===== src/bb_fifo.sv =====
// small register fifo with fill count, depth a power of two
// no dependencies
module bb_fifo #(
    parameter int WIDTH = 8,
    parameter int DEPTH = 4
) (
    input  logic                       i_clk,
    input  logic                       i_rst_n,
    input  logic                       i_push,
    input  logic [WIDTH-1:0]           i_data,
    output logic                       o_full,
    input  logic                       i_pop,
    output logic [WIDTH-1:0]           o_data,
    output logic                       o_empty,
    output logic [$clog2(DEPTH+1)-1:0] o_count
);

    localparam int AW = $clog2(DEPTH);
    localparam int CW = $clog2(DEPTH + 1);

    logic [WIDTH-1:0] r_mem [DEPTH];
    logic [AW-1:0]    r_wr_ptr, r_rd_ptr;
    logic [CW-1:0]    r_count;
    logic             w_push_ok, w_pop_ok;

    assign o_full    = (r_count == CW'(DEPTH));
    assign o_empty   = (r_count == '0);
    assign w_push_ok = i_push && !o_full;
    assign w_pop_ok  = i_pop && !o_empty;

    always_ff @(posedge i_clk) begin
        if (!i_rst_n) begin
            r_wr_ptr <= '0;
            r_rd_ptr <= '0;
            r_count  <= '0;
        end else begin
            if (w_push_ok) begin
                r_wr_ptr <= r_wr_ptr + 1'b1;
            end
            if (w_pop_ok) begin
                r_rd_ptr <= r_rd_ptr + 1'b1;
            end
            if (w_push_ok && !w_pop_ok) begin
                r_count <= r_count + 1'b1;
            end else if (w_pop_ok && !w_push_ok) begin
                r_count <= r_count - 1'b1;
            end
        end
    end

    always_ff @(posedge i_clk) begin
        if (w_push_ok) begin
            r_mem[r_wr_ptr] <= i_data;
        end
    end

    assign o_data  = r_mem[r_rd_ptr];
    assign o_count = r_count;

endmodule


===== config.mk =====
export PLATFORM = sky130hd
export DESIGN_NAME = bb_fifo
export DESIGN_NICKNAME = d
export VERILOG_FILES = /design/src/bb_fifo.sv
export SDC_FILE = /design/constraint.sdc
export NUM_CORES = 1
export LEC_CHECK = 0
export BUFFER_PORTS_ARGS = -buffer_cell sky130_fd_sc_hd__buf_2
export CAP_MARGIN = 15
export CELL_PAD_IN_SITES_DETAIL_PLACEMENT = 1
export CELL_PAD_IN_SITES_GLOBAL_PLACEMENT = 1
export CORE_MARGIN = 2
export CORE_UTILIZATION = 49
export CTS_BUF_LIST = sky130_fd_sc_hd__clkbuf_4 sky130_fd_sc_hd__clkbuf_8
export DETAILED_ROUTE_END_ITERATION = 10
export GPL_TIMING_DRIVEN = 1
export PLACE_DENSITY = 0.86
export SYNTH_ARGS = -nofsm -noshare
export SYNTH_HDL_FRONTEND = slang
export SYNTH_SLANG_ARGS = --single-unit

===== constraint.sdc =====
create_clock -name i_clk -period 2.6 [get_ports i_clk]
set_input_delay 0.26 -clock i_clk [delete_from_list [all_inputs] [get_ports i_clk]]
set_output_delay 0.26 -clock i_clk [all_outputs]
set_load 0.1 [all_outputs]

==> Word-level counts from Yosys, hierarchy flattened <==
Memories as Yosys holds them, arrays and structs flattened. A register that Yosys moved wholly into a read port is not among the register bits.
Cells that the tools add are included.
{ "totals": {"reg_bits": 7, "ramBits": 32, "inputBits": 12, "out_inout_bits": 13, "wordCells": 25, "n_memories": 1} }
{ "mem_list": {"columns": ["name", "depth", "width", "read_ports", "rd_ports_with_merged_regs", "wr", "line_no", "text"], "rows": [
  ["r_mem", 4, 8, 1, 1, 1, "21", "logic [WIDTH-1:0] r_mem [DEPTH];"]
]} }
{ "classes": {"addsub": 4, "eq_ne": 1, "muxes": 6, "reduce_logical": 10} }
{ "ops": {"columns": ["op", "count"], "rows": [
  ["3-bit two-way mux", 2],
  ["2-bit by 1-bit adder with 2-bit output, second input constant", 2],
  ["1-bit logical AND", 4],
  ["1-bit logical NOT", 4],
  ["2-bit two-way mux", 2],
  ["3-bit by 1-bit adder with 3-bit output, second input constant", 1],
  ["3-bit equality test, second input constant", 1],
  ["3-bit logical NOT", 1],
  ["3-bit by 1-bit subtractor with 3-bit output, second input constant", 1],
  ["1-bit two-way mux", 2],
  ["2-bit nonzero test", 1]
]} }

==> Depth between registers and ports, before layout <==
Gate-level depths: netlist of run 1.
{ "logic_depth": {"word_depth": 7, "mapped_depth": 9, "ltp_nobuf": 8} }

==> Least setup slack after synthesis of run 1 <==
No wires, ideal clock.
{ "synth_path": {"path_type": "reg-to-reg", "start": "reg r_count[2] (netlist: o_count[2])", "end": "reg r_count[2] (netlist: o_count[2])", "setup_ns": 0.070, "t_arrival_ns": 3.658, "required_time_ns": 2.530, "slack_ns": -1.128, "stages_incl_launch_ff": 10, "path_buffers": 1, "period_less_slack_ns": 3.728, "cell_sequence": "dfxtp_1 -> nor3b_2 -> nor2b_1 -> buf_6 -> ha_1 -> inv_1 -> fa_1 -> xor2_1 -> or3_1 -> a21boi_1"} }
{ "synth_between": {"elab_chain_len": 6, "elab_cells_between_ends": 15, "cone_classes": "add/sub (2); eq/ne (1); mux (2); reduce/logical (10)"} }
{ "synth_lines": {"columns": ["element", "line_no", "text"], "rows": [
  ["from (decl)", "23", "logic [CW-1:0] r_count;"],
  ["from (signal assigned)", "44", "r_count <= r_count + 1'b1;"],
  ["from (signal assigned)", "46", "r_count <= r_count - 1'b1;"],
  ["3-bit equality test (*)", "26", "assign o_full = (r_count == CW'(DEPTH));"],
  ["net o_full", "11", "output logic o_full,"],
  ["1-bit logical NOT (*)", "28", "assign w_push_ok = i_push && !o_full;"],
  ["1-bit logical AND (*)", "28", null],
  ["net w_push_ok", "24", "logic w_push_ok, w_pop_ok;"],
  ["1-bit logical NOT", "45", "end else if (w_pop_ok && !w_push_ok) begin"],
  ["1-bit logical AND", "45", null],
  ["2-bit nonzero test (no source line)", null, null]
]} }
Mark *: on every way through the listed nets, which the timed path passes. The rest lies on a longest branch. The select of a mux whose other input is x is not followed.
A chain may end at the register's enable or synchronous reset.

==> impl_metrics.csv, run 1 <==
group,metric,value,unit
setup_path,reg2reg_from,"o_count[1]",
floorplanning,row_count,20,
setup_path,cp_data_required_time,2340,ps
setup_path,path_class,"reg -> out",
floorplanning,dieArea,3824,um2
clock_tree,cts_resized,0,
clock_tree,clk_path_buf_depth,2,
setup_path,critical_path.max_fanout,8,
setup_path,reg2regPathDepth,7,
sta,slew_violations,0,
global_routing,grt_first_pass_wirelength,4712,um
global_routing,busiest_layer,"met2",
clock_tree,postCtsHoldBufs,0,
floorplanning,start_util,0.5240,
worst_hold_path,hp-class,"in -> reg",
sta,timing.hold.ws,108.5,ps
global_routing,grt_pass1_vias,947,
synthesis,yosysWarnings,0,
clock_tree,cts_buffers,5,
detailed_routing,vias_per_cell,5.215,
global_routing,overflow,0,
detailed_routing,post-route-drc-count,0,
global_routing,met3_usage,0.06625,
clock_tree,h-tree-depth,2,
detailed_routing,first_iter_violations,15,
layout,area_growth,16.41,%
synthesis,syn_avg_cell_area,18.21,um2
worst_hold_path,min_delay_path_depth,1,
sta,finalClockSkew,16.05,ps
layout,fin_area,1908,um2
synthesis,synth_area,1639,um2
clock_tree,clk_pin_slew,120,ps
placed_design,placed_area,1828,um2
status,status,"finished, final reports clean",
setup_path,slowest_stage,"dfxtp_1",
detailed_routing,first_pass_iters,4,
clock_tree,clock_latency,360,ps
floorplanning,fp.coreArea,3128,um2
placed_design,io_buffers,24,
sta,period_share,0.8469,
sta,fin_crit,2202,ps
global_routing,use_met1,0.2136,
setup_path,critPathMaxStageDelay,680,ps
sta,setup_viol,0,
synthesis,yosysTopAreaCell,"edfxtp_1",
detailed_routing,antenna_left,0,
synthesis,synthCells,90,
setup_path,r2r_slack,470,ps
synthesis,ys_types,23,
floorplanning,die_w,61.84,um
layout,final_common_cell,"edfxtp_1",
sta,max_freq,454.1,MHz
synthesis,synth_top_area_frac,0.5863,
setup_path,critical_path_arrival,1940,ps
sta,rsz0062_at_grt,"no",
global_routing,use_met2,0.3158,
setup_path,worstSetupEndpoint,"o_data[1]",
global_routing,grt_start_max_net_pins,14,
clock_tree,clock-root-buffer,"clkbuf_4",
layout,drive_gt1_frac,0.4118,
clock_tree,cts.sinks,41,
synthesis,synth-seq-cells,41,
sta,max_slew_margin,0.6323,
sta,worst_pin_slew,550.7,ps
layout,final_cell_mix,"32 x edfxtp_1, 24 x buf_2, 8 x mux4_2, 8 x and2_1",
sta,tns,0,ps
floorplanning,pin_count,25,
clock_tree,postCtsSetupBuffers,0,
layout,nNetsFinal,136,
floorplanning,die-height,61.84,um
setup_path,endpoint_kind,"output pin",
placed_design,place_ws,536.9,ps
placed_design,routabilityCongestion,0.8137,
detailed_routing,vias,850,
layout,insertedDiodeCount,0,
global_routing,grt_use_total,0.1843,
sta,postLayoutSetupSlackWorst,398.0,ps
run,maxCapViolations,0,
clock_tree,cts_tree,"done",
setup_path,path_cells,"mux4_2, buf_2",
global_routing,antenna_found_initial,0,
synthesis,syn-num-nets,108,
setup_path,critPathLaunchType,"flip-flop",
synthesis,synth_area_leaders,"edfxtp_1 59%, dfxtp_1 11%, mux4_2 11%",
synthesis,yosysSeqAreaShare,0.6962,
detailed_routing,wirelength,2911,um
sta,hold_violations,0,
setup_path,timing.rr.end,"o_count[2]",
detailed_routing,wl_per_cell,17.86,um
logic make-up after synthesis:
kind of cell	count (synthesis)	synth area share
compound gates	4	0.02061
simple gates	17	0.06183
xor+xnor	4	0.02138
mux	11	0.1282
buf+inv	7	0.02137
fa+ha+maj	6	0.05038
flops	41	0.6962
layer usage:
metal | up-vias | wire length, um
met5 | - | 0
met3 | 6 | 133
met4 | 0 | 54
met1 | 425 | 1140
met2 | 23 | 1583
li1 | 396 | -
state kept, by name, summed over array words and instances, names as in the netlist, named ones only:
name	count
r_mem	32
r_wr_ptr	2
o_count	3
r_rd_ptr	2
worst max-delay path: cells and delay by family (launching register included):
family   cells  cell delay (ps)
buf+inv      1              310
flops        1              680
mux          1              590
metrics by stage:
stage                     cells  utilization
final                       163       0.6100
after global routing        163       0.6100
after CTS                   163       0.6100
after detailed placement    155       0.5844
after global placement      155       0.5844
after floorplan              90            -
synthesized netlist by cell type:
| library cell | n |
|---|---|
| xnor2_1 | 3 |
| fa_1 | 1 |
| clkbuf_1 | 1 |
| nor3b_2 | 1 |
| ha_1 | 5 |
| nor3_1 | 1 |
| buf_2 | 1 |
| nand2_1 | 4 |
| buf_6 | 1 |
| o311ai_1 | 1 |
| dfxtp_1 | 9 |
| nor2b_1 | 2 |
| and2_1 | 8 |
| o21ai_0 | 1 |
| inv_1 | 3 |
| mux4_2 | 8 |
| buf_1 | 1 |
| edfxtp_1 | 32 |
| a21boi_1 | 1 |
| xor2_1 | 1 |
| mux2i_1 | 3 |
| or3_1 | 1 |
| o31ai_2 | 1 |
final cells by class:
class	count	area [um2]
Fill cell	313	1220
Sequential cell	41	1147
Multi-Input combinational cell	42	486.7
Timing Repair Buffer	25	127.6
Tap cell	44	55.05
Clock buffer	6	45.04
Clock inverter	2	35.03
Inverter	3	11.26
how the worst min path moves through the flow:
stage / to / slack [ps] / from
global placement: r_mem[3][6] / 470 / i_data[6]
floorplan: r_mem[0][0] / 360 / i_data[0]
global route: r_mem[3][2] / 90 / i_data[2]
finish: r_mem[1][5] / 110 / i_data[5]
detailed placement: r_mem[3][4] / 480 / i_data[4]
CTS: r_mem[3][4] / 100 / i_data[4]
Power of run 1 is left out: the tool's default activity adds up to more than one toggle a clock period on the data nets, which glitch-free logic cannot reach.
==> run 2: changes to the inputs <==
==> constraint.sdc (replaced) <==
create_clock -name i_clk -period 2.2 [get_ports i_clk]
set_input_delay 0.22 -clock i_clk [delete_from_list [all_inputs] [get_ports i_clk]]
set_output_delay 0.22 -clock i_clk [all_outputs]
set_load 0.1 [all_outputs]
==> run 2 against run 1 <==
  * Sequential share of layout area decreased by 1.2 points
  * Worst setup slack got worse by 280 ps
  * First-iteration DRC count decreased by 13%
  * Die area unchanged
  * Via count increased by 0.71%
  * Worst hold slack got worse by 31 ps
  * Largest cell class unchanged
  * Final cell count increased by 0.61%
  * Register-to-register slack got worse by 350 ps
  * Global-route usage increased by 0.20 points
==> impl_metrics.csv, run 2 (synthesis gave the netlist of run 1 again) <==
group,metric,value,unit
floorplanning,start_util,0.5240,
sta,finalClockSkew,14.20,ps
setup_path,crit_family,"compound AO/OA/AOI/OAI gates",
floorplanning,die-height,61.84,um
setup_path,timing.rr.end,"o_count[2]",
worst_hold_path,min_delay_worst_endpoint,"r_mem[0][2]",
layout,fillers,289,
detailed_routing,vias_per_cell,5.220,
global_routing,antenna_found_initial,0,
layout,drive_gt1_frac,0.4583,
layout,final_common_cell,"edfxtp_1",
floorplanning,die_w,61.84,um
worst_hold_path,hp-class,"in -> reg",
status,status,"finished, final reports clean",
sta,worst_pin_slew,493.6,ps
clock_tree,clock-root-buffer,"clkbuf_4",
clock_tree,postCtsSetupBuffers,0,
floorplanning,pin_count,25,
global_routing,grt_pass1_vias,911,
clock_tree,cts_buffers,5,
floorplanning,fp.coreArea,3128,um2
setup_path,r2r_slack,120,ps
layout,largest_reg_flops,32,
global_routing,overflow,0,
detailed_routing,wl_per_cell,18.20,um
detailed_routing,antenna_left,0,
detailed_routing,first_pass_iters,3,
sta,fin_crit,2083,ps
placed_design,hpwl,2217,um
clock_tree,h-tree-depth,2,
clock_tree,cts.sinks,41,
clock_tree,clock_latency,360,ps
sta,timing.hold.ws,77.34,ps
setup_path,critPathLaunchType,"flip-flop",
sta,postLayoutSetupSlackWorst,116.9,ps
sta,rsz0062_at_grt,"no",
setup_path,path_class,"reg -> reg",
global_routing,grt_first_pass_wirelength,4609,um
clock_tree,cts_tree,"done",
worst_hold_path,min_delay_path_depth,1,
detailed_routing,wirelength,2984,um
placed_design,place_ws,109.2,ps
layout,final_cell_mix,"32 x edfxtp_1, 24 x buf_2, 8 x mux4_2, 6 x dfxtp_1, 5 x clkbuf_4",
clock_tree,clk_pin_slew,120,ps
layout,area_growth,18.70,%
sta,period_share,0.9469,
placed_design,io_buffers,24,
global_routing,grt_start_max_net_pins,14,
run,maxCapViolations,0,
sta,hold_violations,0,
layout,insertedDiodeCount,0,
sta,max_slew_margin,0.6732,
setup_path,reg2reg_from,"o_count[1]",
setup_path,path_cells,"o31ai_2, ha_4, inv_2, fa_2, xor2_1, or3_1, a21boi_1",
setup_path,critical_path.max_fanout,7,
floorplanning,dieArea,3824,um2
setup_path,critPathMaxStageDelay,400,ps
setup_path,cp_data_required_time,2470,ps
sta,slew_violations,0,
layout,top_register,"r_mem",
sta,setup_viol,0,
floorplanning,row_count,20,
placed_design,routabilityCongestion,0.7910,
global_routing,grt_use_total,0.1863,
setup_path,critical_path_arrival,2360,ps
layout,nNetsFinal,137,
detailed_routing,first_iter_violations,13,
clock_tree,clk_path_buf_depth,2,
sta,max_freq,480.0,MHz
detailed_routing,vias,856,
clock_tree,postCtsHoldBufs,0,
detailed_routing,post-route-drc-count,0,
setup_path,endpoint_kind,"flip-flop",
setup_path,path_buf_inv,1,
worst_hold_path,min_from,"i_data[2]",
setup_path,slowest_stage,"dfxtp_2",
setup_path,reg2regPathDepth,7,
clock_tree,cts_resized,0,
-- run 2: stage by stage --
| step | TNS, ps | cells | utilization | instance area, um2 |
|---|---|---|---|---|
| after floorplan | -3715 | 90 | - | 1677 |
| after global placement | 0 | 156 | 0.5892 | 1843 |
| after detailed placement | 0 | 156 | 0.5892 | 1843 |
| after CTS | 0 | 164 | 0.6220 | 1946 |
| after global routing | 0 | 164 | 0.6220 | 1946 |
| final | 0 | 164 | 0.6220 | 1946 |
-- run 2: layout make-up --
class	instances	area, um2	area share
sequential	41	1147	0.5897
clock inverter	3	65.06	0.03344
clock buffer	5	37.54	0.01929
tap	44	55.05	0.02830
multi-input combinational	42	494.2	0.2540
inverter	3	11.26	0.005788
timing repair buffer	26	135.1	0.06945
-- run 2: how the worst max path moves through the flow --
stage	from	slack [ps]	endpoint	cells past startpoint
after detailed placement	o_count[1]	110	o_count[2]	7
after CTS	o_count[1]	70	o_count[2]	7
after global placement	o_count[1]	260	o_count[2]	7
after global routing	o_count[1]	30	o_count[2]	7
final	o_count[1]	120	o_count[2]	7
after floorplan	o_count[2]	-490	o_count[2]	9
-- run 2: per-layer routing --
layer,GRT usage,vias up,part of all wire
met5,0,-,0
met1,0.2044,437,0.39
met4,0.1003,0,0.022
met3,0.04348,8,0.031
met2,0.3323,16,0.55
li1,-,395,-
-- run 2: worst reg2reg max path, cell delays in order (launching register included) --
cell and delay [ps]:
dfxtp_2 400, o31ai_2 400, ha_4 210, inv_2 40
fa_2 330, xor2_1 150, or3_1 310, a21boi_1 160
Power of run 2 is left out for the same reason.
