<file path="src/bb_pkg.sv">
// shared types, constants and helpers of the 3x3 box blur
// no dependencies
package bb_pkg;

    // default frame limits for the top-level parameters
    localparam int DEF_MAX_WIDTH  = 1024;
    localparam int DEF_MAX_HEIGHT = 4096;

    // configuration register widths and reset values
    localparam int CFG_WIDTH_BITS  = 11;
    localparam int CFG_HEIGHT_BITS = 13;
    localparam logic [CFG_WIDTH_BITS-1:0]  FRAME_WIDTH_RESET  = 11'd640;
    localparam logic [CFG_HEIGHT_BITS-1:0] FRAME_HEIGHT_RESET = 13'd480;

    // register indexes on the configuration port
    localparam logic REG_FRAME_WIDTH  = 1'b0;
    localparam logic REG_FRAME_HEIGHT = 1'b1;

    // queue depths, output depth must cover the back pipeline stages
    localparam int MID_DEPTH   = 4;
    localparam int OUT_DEPTH   = 8;
    localparam int BACK_STAGES = 3;

    // result field widths
    localparam int PIX_BITS = 32;
    localparam int RGB_BITS = 24;
    localparam int OUTX_BITS = 10;
    localparam int OUTY_BITS = 12;
    localparam int SUM_BITS  = 12;

    localparam logic [7:0]  ALPHA_OPAQUE = 8'hFF;
    // ceil(2^16 / 9), exact for sums below 2^15
    localparam logic [12:0] DIV9_RECIP   = 13'd7282;

    // per-item classification from the front end
    typedef struct packed {
        logic emit;
        logic last;
        logic skip_top;
        logic skip_bot;
        logic skip_left;
        logic skip_right;
    } t_flags;

    function automatic logic [7:0] div9(input logic [SUM_BITS-1:0] s);
        logic [24:0] p;
        p = 25'(s) * 25'(DIV9_RECIP);
        return p[23:16];
    endfunction

endpackage

</file>
<file path="src/bb_front.sv">
// front end: position counters, size clamping and item classification
// depends on bb_pkg
module bb_front #(
    parameter int MAX_WIDTH  = 1024,
    parameter int MAX_HEIGHT = 4096
) (
    input  logic                                  i_clk,
    input  logic                                  i_rst_n,
    input  logic                                  i_push,
    input  logic [31:0]                           i_pixel_in,
    input  logic                                  i_drain,
    input  logic [bb_pkg::CFG_WIDTH_BITS-1:0]     i_frame_width,
    input  logic [bb_pkg::CFG_HEIGHT_BITS-1:0]    i_frame_height,
    input  logic                                  i_q_full,
    output logic                                  o_full,
    output logic                                  o_q_push,
    output logic [bb_pkg::RGB_BITS-1:0]           o_v,
    output logic [$clog2(MAX_WIDTH)-1:0]          o_col,
    output logic [$clog2(MAX_WIDTH)-1:0]          o_qx,
    output logic [$clog2(MAX_HEIGHT)-1:0]         o_qy,
    output bb_pkg::t_flags                        o_flags
);

    import bb_pkg::*;

    localparam int C_W  = $clog2(MAX_WIDTH);
    localparam int W_W  = $clog2(MAX_WIDTH + 1);
    localparam int H_W  = $clog2(MAX_HEIGHT + 1);
    localparam int R_W  = $clog2(MAX_HEIGHT + 2);
    localparam int QY_W = $clog2(MAX_HEIGHT);
    localparam int WC   = (W_W > CFG_WIDTH_BITS) ? W_W : CFG_WIDTH_BITS;
    localparam int HC   = (H_W > CFG_HEIGHT_BITS) ? H_W : CFG_HEIGHT_BITS;

    logic [C_W-1:0] r_col, n_col;
    logic [R_W-1:0] r_row, n_row;

    logic [WC-1:0]  w_wcfg;
    logic [HC-1:0]  w_hcfg;
    logic [W_W-1:0] w_w;
    logic [H_W-1:0] w_h;
    logic [R_W-1:0] w_hp1;
    logic           w_fix;
    logic [C_W-1:0] w_c;
    logic [R_W-1:0] w_r;
    logic [R_W-1:0] w_qy_full;
    logic [C_W-1:0] w_qx;
    logic [QY_W-1:0] w_qy;
    logic           w_accept;

    // clamp the frame size to the supported range
    always_comb begin
        w_wcfg = WC'(i_frame_width);
        w_hcfg = HC'(i_frame_height);
        if (w_wcfg < WC'(2)) begin
            w_w = W_W'(2);
        end else if (w_wcfg > WC'(MAX_WIDTH)) begin
            w_w = W_W'(MAX_WIDTH);
        end else begin
            w_w = W_W'(w_wcfg);
        end
        if (w_hcfg < HC'(2)) begin
            w_h = H_W'(2);
        end else if (w_hcfg > HC'(MAX_HEIGHT)) begin
            w_h = H_W'(MAX_HEIGHT);
        end else begin
            w_h = H_W'(w_hcfg);
        end
    end

    assign w_hp1 = R_W'(w_h) + 1'b1;

    // restart when the stored position lies outside the frame in use
    assign w_fix = (W_W'(r_col) >= w_w) || (r_row > w_hp1)
                   || ((r_row == w_hp1) && (r_col != '0));
    assign w_c   = w_fix ? '0 : r_col;
    assign w_r   = w_fix ? '0 : r_row;

    assign w_qx      = (w_c == '0) ? C_W'(w_w - 1'b1) : (w_c - 1'b1);
    assign w_qy_full = (w_c == '0) ? (w_r - R_W'(2)) : (w_r - 1'b1);
    assign w_qy      = QY_W'(w_qy_full);

    assign w_accept = i_push && !i_q_full;
    assign o_full   = i_q_full;
    assign o_q_push = w_accept;

    assign o_v   = (!i_drain && (w_r < R_W'(w_h))) ? i_pixel_in[31:8] : '0;
    assign o_col = w_c;
    assign o_qx  = w_qx;
    assign o_qy  = w_qy;

    always_comb begin
        o_flags.emit       = (w_r >= R_W'(2)) || ((w_r == R_W'(1)) && (w_c != '0));
        o_flags.last       = (W_W'(w_qx) == (w_w - 1'b1))
                             && (R_W'(w_qy) == (R_W'(w_h) - 1'b1));
        o_flags.skip_top   = (w_qy == '0);
        o_flags.skip_bot   = (R_W'(w_qy) + 1'b1) >= R_W'(w_h);
        o_flags.skip_left  = (w_qx == '0);
        o_flags.skip_right = (W_W'(w_qx) + 1'b1) >= w_w;
    end

    // raster advance, wrap after the single item of the flush row
    always_comb begin
        if (w_r == w_hp1) begin
            n_col = '0;
            n_row = '0;
        end else if ((W_W'(w_c) + 1'b1) < w_w) begin
            n_col = w_c + 1'b1;
            n_row = w_r;
        end else begin
            n_col = '0;
            n_row = w_r + 1'b1;
        end
    end

    always_ff @(posedge i_clk) begin
        if (!i_rst_n) begin
            r_col <= '0;
            r_row <= '0;
        end else if (w_accept) begin
            r_col <= n_col;
            r_row <= n_row;
        end
    end

endmodule

</file>
<file path="config.mk">
export PLATFORM = sky130hd
export DESIGN_NAME = bb_front
export DESIGN_NICKNAME = d
export VERILOG_FILES = /design/src/bb_pkg.sv /design/src/bb_front.sv
export SDC_FILE = /design/constraint.sdc
export NUM_CORES = 1
export LEC_CHECK = 0
export BUFFER_PORTS_ARGS = -buffer_cell sky130_fd_sc_hd__buf_2
export CORE_ASPECT_RATIO = 0.9
export CORE_MARGIN = 2
export CORE_UTILIZATION = 45
export DETAILED_ROUTE_END_ITERATION = 10
export PLACE_DENSITY = 0.67
export SLEW_MARGIN = 10
export SYNTH_ARGS = -nofsm -noshare
export SYNTH_HDL_FRONTEND = slang
export SYNTH_SLANG_ARGS = --single-unit
</file>
<file path="constraint.sdc">
create_clock -name i_clk -period 31.2 [get_ports i_clk]
set_clock_uncertainty 0.05 [all_clocks]
set_input_delay 6.24 -clock i_clk [delete_from_list [all_inputs] [get_ports i_clk]]
set_output_delay 6.24 -clock i_clk [all_outputs]
set_load 0.01 [all_outputs]
</file>
# == Yosys cells after proc, flatten, opt, wreduce, memory -nomap -nowiden ==
# Cells that the tools add are included.
# op_classes
addsub,11
magnitude_cmp,11
eq_ne,5
n_mux,13
n_reduce_logical,15
# op_table
operator,n
13-bit two-way mux,5
10-bit two-way mux,4
"13-bit by 1-bit adder with 13-bit output, second input constant",2
13-bit == test,2
24-bit two-way mux,1
"10-bit by 1-bit adder with 11-bit output, second input constant",2
11-bit two-way mux,2
10-bit logical NOT,2
10-bit nonzero test,2
"12-bit by 1-bit adder with 13-bit output, second input constant",1
12-bit by 13-bit == test with 1-bit output,1
"13-bit by 1-bit == test with 1-bit output, second input constant",1
13-bit greater-or-equal comparator,1
"13-bit by 2-bit greater-or-equal comparator with 1-bit output, second input constant",1
13-bit > comparator,1
"13-bit > comparator, second input constant",1
13-bit less-than comparator,1
"13-bit by 2-bit less-than comparator with 1-bit output, second input constant",1
"13-bit by 1-bit subtractor with 13-bit output, second input constant",1
12-bit logical NOT,1
12-bit two-way mux,1
"12-bit by 1-bit subtractor with 12-bit output, second input constant",1
"12-bit by 2-bit subtractor with 12-bit output, second input constant",1
10-bit by 11-bit == test with 1-bit output,1
other kinds (11),18
# word_totals
reg_bits,23
in_bits,61
out_inout_bits,64
wordCells,57

# == Logic depth before layout (Yosys ltp) ==
# Gate-level depths: netlist of the first run.
# logic_depth
word_depth,12
mapped_depth,38
mapped_depth_nobuf,34

# == Worst setup path after synthesis of the first run ==
# Ideal clock, no wire load.
# synth_path
kind,input to output
start,input port i_frame_height[5] (netlist name)
end,output port o_flags[2] (netlist name)
arrival_ns,13.171
required_ns,24.910
setup_slack_ns,11.739
cell_stages,36
path_buffers,6
path_cell_list,buf_2 -> nor3_1 -> nand3_1 -> o211ai_1 -> inv_1 -> ha_1 -> and4b_1 -> clkbuf_1 -> nand4_1 -> xor2_1 -> inv_1 -> ha_1 -> nand4_1 -> nor4_4 -> a2111oi_4 -> a21boi_1 -> nor2_1 -> buf_2 -> buf_4 -> nand2_1 -> ha_1 -> clkbuf_1 -> o21ai_0 -> buf_2 -> a32oi_1 -> ha_1 -> or4b_4 -> nor3_1 -> xor2_1 -> ha_1 -> nand2_1 -> nor4_1 -> o21ai_0 -> nand2_1 -> o22ai_1 -> a31oi_1
# synth_rtl
element,line_no,source
from (decl),bb_front.sv:13,"input logic [bb_pkg::CFG_HEIGHT_BITS-1:0] i_frame_height,"
to (decl),bb_front.sv:21,output bb_pkg::t_flags o_flags

==> results.py, run 1 <==
metrics = {
    "critical_path": {
        "startpoint": "i_frame_height[5]",
        "crit_fanout": 23,
        "path_buf_inv": 6,
        "slowest_delay_ps": 650,
        "crit_path_start_kind": "input port",
        "worst_setup_path_end_kind": "output port",
        "critPathMostFrequentCell": "ha_1",
        "cp.required_ps": 24910,
        "cpMaxStageDelayCell": "nor4_1",
        "crit_type": "input port to output port",
        "r2r_cells": 23,
        "crit_family": "simple AND/OR/NAND/NOR gates",
        "reg2reg_from": "r_row[3]",
        "crit_cells": 35,
        "cp.arrival_ps": 14940,
    },
    "floorplanning": {
        "dieArea_mm2": 0.0153,
        "ios": 125,
        "coreArea_mm2": 0.0140,
        "start_util_pct": 45.9,
        "die_h_um": 117,
        "rows": 41,
        "dieWidth_um": 130,
    },
    "timing": {
        "worstMarginPinSlew_ps": 1060,
        "fin_setup_tns_ps": 0,
        "hold_violations": 0,
        "fmax_mhz": 47.1,
        "post-route-period-util_pct": 68.0,
        "setup_ws_ps": 9970,
        "drv_slew": 0,
        "fin_crit_ps": 21230,
        "rsz0062_at_grt": "false",
        "relSlewSlack_pct": 27.5,
        "setup_viol": 0,
    },
    "drt": {
        "drtPass1Iterations": 5,
        "wire_per_inst_um": 17.7,
        "drtIter0Drc": 688,
        "ant_nets": 0,
        "routed_wirelength_mm": 21.1,
        "post-route-drc-count": 0,
        "viasPerCell": 6.01,
        "vias": 7190,
    },
    "pwr": {
        "power_density_mw_per_mm2": 22.1,
        "ir_drop_v": 0.0000207,
        "p_leak_uw": 0.00327,
    },
    "cts": {
        "cts_root_buf": "clkbuf_16",
        "cts.sinks": 23,
        "cts_tree": "done",
        "clk_pin_slew_worst_paths_ps": 60,
        "h-tree-depth": 1,
        "clock_tree.buffer_depth": 2,
        "worstSkewPairLatency_ps": 260,
        "cts_buffers": 3,
        "postCtsSetupRepairBufs": 0,
        "ctsResizeCount": 0,
        "ctsHoldBuffers": 0,
    },
    "logic_synthesis": {
        "async_reset_ff_share_pct": 0,
        "synth_seq_cells": 23,
        "syn_area_mm2": 0.00643,
        "ys_seq_area_share_pct": 7.16,
        "synth_top_area_share_pct": 16.7,
        "synth_edf_count": 0,
        "ys.flop_type": "dfxtp_1",
        "ys_warn_count": 0,
        "syn-num-nets": 1078,
        "synth_area_leaders": "ha_1, dfxtp_1, xnor2_1",
        "synth_cell_types": 90,
        "synthCells": 931,
        "synth_top_area_cell": "ha_1",
        "syn_area_per_cell_um2": 6.91,
    },
    "flow_run": {
        "maxCapViolations": 0,
    },
    "global_routing": {
        "grt_pass1_wl_mm": 33.5,
        "overflow": 0,
        "grt_max_degree": 29,
        "grt_pass1_vias": 6309,
        "grt_usage_pct": 27.2,
        "antenna_found_initial": 0,
    },
    "place": {
        "placed_area_mm2": 0.00703,
        "gp_congestion": 0.950,
        "portBuffers": 116,
        "hpwlAfterDp_mm": 16.9,
        "pre_cts_slack_ps": 10140,
    },
    "layout": {
        "final.fill_count": 1463,
        "final_area_mm2": 0.00711,
        "area_growth_pct": 10.5,
        "drive_gt1_share_pct": 16.7,
        "n_antenna_cell": 0,
        "fin_nets": 1151,
    },
    "worst_hold_path": {
        "whs_path_depth": 1,
        "hp-class": "flop to flop",
        "hp-start": "r_row[1]",
    },
    "status": {
        "outcome": "complete, no violations",
    },
}
[flip-flops by register name, indices dropped and copies added, names as in the netlist]
name,flops
r_row,13
r_col,10
[logic make-up (layout without fill, tap and decap cells)]
family	count (synthesis)	count (layout)	share of synthesized area, %
compound gates	222	222	25.2
simple gates	403	403	32.9
buf+inv	131	203	8.77
mux	4	4	0.623
xor+xnor	62	62	8.66
flops	23	23	7.16
fa+ha+maj	86	86	16.7
[worst paths after layout]
check,endpoint,slack (ps)
setup reg to reg,r_row[4],24300
setup / recovery,o_flags[2],9970
hold / removal,r_row[1],560
hold reg to reg,r_row[1],560
[through the flow]
step           utilization [%]  total power (uW)  cells  hold WS [ps]
2_1_floorplan                -               102    931           484
5_1_grt                   50.8               171   1196           595
3_3_place_gp              50.2               127   1192           541
6_report                  50.8               157   1196           565
3_5_place_dp              50.2               128   1192           547
4_1_cts                   50.8               157   1196           555
[cell type report]
type,instances,area [um2],share of cell area (%)
Inverter,76,285,4.01
Clock buffer,4,78.8,1.11
Sequential cell,23,460,6.48
Timing Repair Buffer,123,633,8.91
Tap cell,193,241,3.40
Multi-Input combinational cell,777,5410,76.1
[power breakdown]
part	internal (uW)	total, uW	switching, uW
logic	40.6	98.6	58.1
clock network	17.5	28.3	10.8
registers	29.6	30.2	0.606
[cells in the mapped netlist, drive strengths merged, types with 16 or more instances]
library cell and instances:
ha 86, buf 24, inv 75, nand4 23, a21oi 38, o21ai 40
dfxtp 23, clkbuf 31, nand2 93, nor3 36, nor4 23, xor2 18
and3 17, xnor2 43, nor2 89, a21o 16, nand3 47
[routing by layer]
metal,wire (um),global-route usage (%)
met1,10100,42.1
met2,8950,40.1
met3,1850,3.79
met4,213,4.17
met5,0,0
[worst register-to-register path, stage by stage (launching register included)]
cell and delay [ps]:
dfxtp_1 730, ha_1 380, a21oi_1 150, a21boi_0 100, o31ai_1 570, a21boi_1 150, buf_4 210, nor2_2 310
nand2_1 200, inv_1 140, ha_1 220, nand4_1 150, nor2_1 220, nand3_1 220, xnor2_1 200, ha_1 320
a21o_1 190, a21o_1 170, a2111oi_0 930, nand2_1 480, nor3b_1 320, mux2i_1 150, o22ai_1 70, and2_1 170
[layout by cell type, fill, tap and decap left out, types with 8 or more instances in the layout]
cell type	n
buf_2	116
nand2_1	91
ha_1	86
nor2_1	85
inv_1	71
nand3_1	47
xnor2_1	43
a21oi_1	38
o21ai_0	36
nor3_1	34
dfxtp_1	23
nand4_1	21
nor4_1	19
xor2_1	18
and3_1	17
a21o_1	16
nand2b_1	15
o21a_1	15
or3_1	12
a31oi_1	11
and2_1	10
nor2b_1	10
a211oi_1	10
a31o_2	8
o211ai_1	8
a22o_1	8
Note: power is estimated with default switching activity, not from simulation.
==> run 2, diff against run 1 <==
ABC_AREA = 1   (was not set)
clock period = 20.6 ns   (was 31.2 ns; I/O delays follow)
==> run 2 against run 1 <==
Compared with the run above: highest routed layer unchanged; sequential power grew 50%; die area grew 6.9%; first-iteration DRC count shrank 7.1%; final cell count grew 24%; critical endpoint is now o_flags[0].
==> results.py, run 2 <==
metrics = {
    "logic_synthesis": {
        "synth-compound-area-share_pct": 10.7,
        "ys.flop_type": "dfxtp_1",
        "ys_warn_count": 0,
        "synth_area_leaders": "nand2_1, ha_1, inv_1",
        "synth_top_area_share_pct": 18.6,
        "syn_area_per_cell_um2": 5.83,
        "synth_most_common_cell": "nand2_1",
        "synth-simple-area-share_pct": 47.9,
        "ys_seq_area_share_pct": 6.68,
        "synth_seq_cells": 23,
        "synth-xor-area-share_pct": 6.72,
        "synthMuxAreaShare_pct": 0,
        "synth_edf_count": 0,
        "syn_area_mm2": 0.00689,
        "syn-num-nets": 1329,
        "async_reset_ff_share_pct": 0,
        "synth_cell_types": 55,
        "synthTopCellsByCount": "nand2_1, inv_1, nor2_1",
        "synth_top_family_by_area": "simple AND/OR/NAND/NOR gates",
        "synth_top_area_cell": "nand2_1",
        "synth_fa_ha_area_share_pct": 15.6,
        "synthCells": 1182,
    },
    "worst_hold_path": {
        "whs_path_depth": 2,
        "hp-class": "flop to flop",
        "holdPathEnd": "r_row[0]",
        "hp-start": "r_row[0]",
    },
    "critical_path": {
        "startpoint": "i_frame_height[10]",
        "crit_fanout": 44,
        "rr_endpoint": "r_col[2]",
        "slowest_delay_ps": 480,
        "crit_family": "simple AND/OR/NAND/NOR gates",
        "cpMaxStageDelayCell": "o21ai_1",
        "critPathMostFrequentCell": "nand2_1",
        "path_buf_inv": 9,
        "crit_path_start_kind": "input port",
        "worst_setup_path_end_kind": "output port",
        "ff2ff_setup_slack_ps": 15090,
        "crit_type": "input port to output port",
        "reg2reg_from": "r_col[4]",
        "r2r_cells": 27,
        "cp.required_ps": 16430,
        "cp.arrival_ps": 11440,
    },
    "drt": {
        "wire_per_inst_um": 14.3,
        "routed_wirelength_mm": 21.2,
        "drtIter0Drc": 639,
        "vias": 7722,
        "viasPerCell": 5.22,
        "ant_nets": 0,
        "post-route-drc-count": 0,
        "drtPass1Iterations": 5,
    },
    "layout": {
        "n_antenna_cell": 0,
        "top_register": "r_row",
        "final_common_cell": "nand2_1",
        "area_growth_pct": 11.2,
        "final_cell_mix": "nand2_1, inv_1, nor2_1, buf_2, nand3_1",
        "top_regs": "r_row x13, r_col x10",
        "final.fill_count": 1594,
        "fin_nets": 1430,
        "largest_register_ffs": 13,
        "final_core_util_pct": 51.7,
        "drive_gt1_share_pct": 17.9,
    },
    "global_routing": {
        "grt_max_degree": 45,
        "grt_pass1_vias": 6875,
        "grt_usage_pct": 26.0,
        "overflow": 0,
        "grt_pass1_wl_mm": 34.6,
        "antenna_found_initial": 0,
    },
    "timing": {
        "setup_viol": 0,
        "hold_slack_ps": 421,
        "post-route-period-util_pct": 75.8,
        "worstMarginPinSlew_ps": 1160,
        "hold_violations": 0,
        "fin_crit_ps": 15610,
        "fmax_mhz": 64.1,
        "drv_slew": 0,
        "relSlewSlack_pct": 22.6,
        "setup_ws_ps": 4990,
        "rsz0062_at_grt": "false",
        "fin_setup_tns_ps": 0,
    },
    "pwr": {
        "power_frac_clock_pct": 19.1,
        "seqPwrFrac_pct": 19.3,
        "sw_frac_of_total_pct": 47.9,
        "p_leak_uw": 0.00423,
        "comb_power_share_pct": 61.6,
        "p_int_uw": 122,
        "power_density_mw_per_mm2": 30.7,
        "ir_drop_v": 0.0000287,
        "p_sw_uw": 113,
    },
    "floorplanning": {
        "ios": 125,
        "start_util_pct": 46.5,
        "coreArea_mm2": 0.0148,
        "rows": 42,
        "die_h_um": 121,
        "dieArea_mm2": 0.0163,
        "dieWidth_um": 134,
    },
    "place": {
        "hpwlAfterDp_mm": 17.4,
        "portBuffers": 116,
        "gp_congestion": 0.946,
        "pre_cts_slack_ps": 5010,
    },
    "status": {
        "outcome": "complete, no violations",
    },
    "cts": {
        "cts_root_buf": "clkbuf_16",
        "clk_pin_slew_worst_paths_ps": 60,
        "ctsResizeCount": 0,
        "clock_tree.buffer_depth": 2,
        "h-tree-depth": 1,
        "worstSkewPairLatency_ps": 270,
        "cts_tree": "done",
        "cts_buffers": 3,
        "ctsHoldBuffers": 0,
        "postCtsSetupRepairBufs": 0,
        "cts.sinks": 23,
    },
    "flow_run": {
        "maxCapViolations": 0,
    },
}
-- run 2: changes by cell type in the layout (fill, tap and decap cells not counted), sizes merged, moves of 12 or more --
cell    delta
a21o      -15
o21a      -15
xor2      +29
and3      -16
nand2    +273
nand3     +60
nor2      +68
nand2b    -15
or3       -12
inv      +110
nor4      -19
a21oi     +12
nor3      -21
xnor2     -38
-- run 2: layout make-up --
class / count / area, um2 / area share (%)
multi-input combinational: 950 / 5580 / 72.8
inverter: 188 / 706 / 9.21
timing repair buffer: 117 / 588 / 7.68
sequential: 23 / 460 / 6.01
tap: 198 / 248 / 3.23
clock buffer: 3 / 75.1 / 0.980
clock inverter: 1 / 7.51 / 0.0980
-- run 2: cells by family after synthesis --
| logic type | after synthesis |
|---|---|
| buffers and inverters | 209 |
| AO/OA/AOI/OAI | 117 |
| adder cells (fa/ha/maj) | 86 |
| flip-flops | 23 |
| AND/OR/NAND/NOR | 695 |
| XOR/XNOR | 52 |
-- run 2: metrics by stage --
step | area (um2) | instances | power, uW
2_1_floorplan | 6890 | 1182 | 152
3_3_place_gp | 7580 | 1476 | 187
3_5_place_dp | 7580 | 1476 | 190
4_1_cts | 7660 | 1480 | 235
5_1_grt | 7660 | 1480 | 257
6_report | 7660 | 1480 | 235
-- run 2: worst max path at each step --
stage / to / slack [ps] / cells after the start
global route: o_flags[2] / 4380 / 45
finish: o_flags[0] / 4990 / 45
floorplan: o_flags[0] / 6360 / 47
CTS: o_flags[0] / 5000 / 45
global placement: o_flags[0] / 5160 / 45
detailed placement: o_flags[0] / 5010 / 45
-- run 2: tightest hold or removal path: cells and delay by family (launching register included) --
kind,cells,cell delay (ps)
AO/OA/AOI/OAI,1,60
flip-flops,1,310
AND/OR/NAND/NOR,1,60
-- run 2: power groups by stage --
stage               combinational [uW]  sequential, uW  clock, uW
floorplan                          106            46.2          0
global placement                   141            46.4          0
detailed placement                 144            46.4          0
CTS                                144            45.4       45.2
global route                       164            45.4       47.2
finish                             145            45.4       45.0
-- run 2: per-layer routing --
layer  wire length, um  vias up  share of wire (%)  global-route usage [%]
met2              9130      224                 43                    40.6
met5                 0        -                  0                       0
met4               303        0                1.4                    4.87
li1                  -     4007                  -                       -
met1             10500     3465                 49                    38.2
met3              1300       26                6.1                    3.38
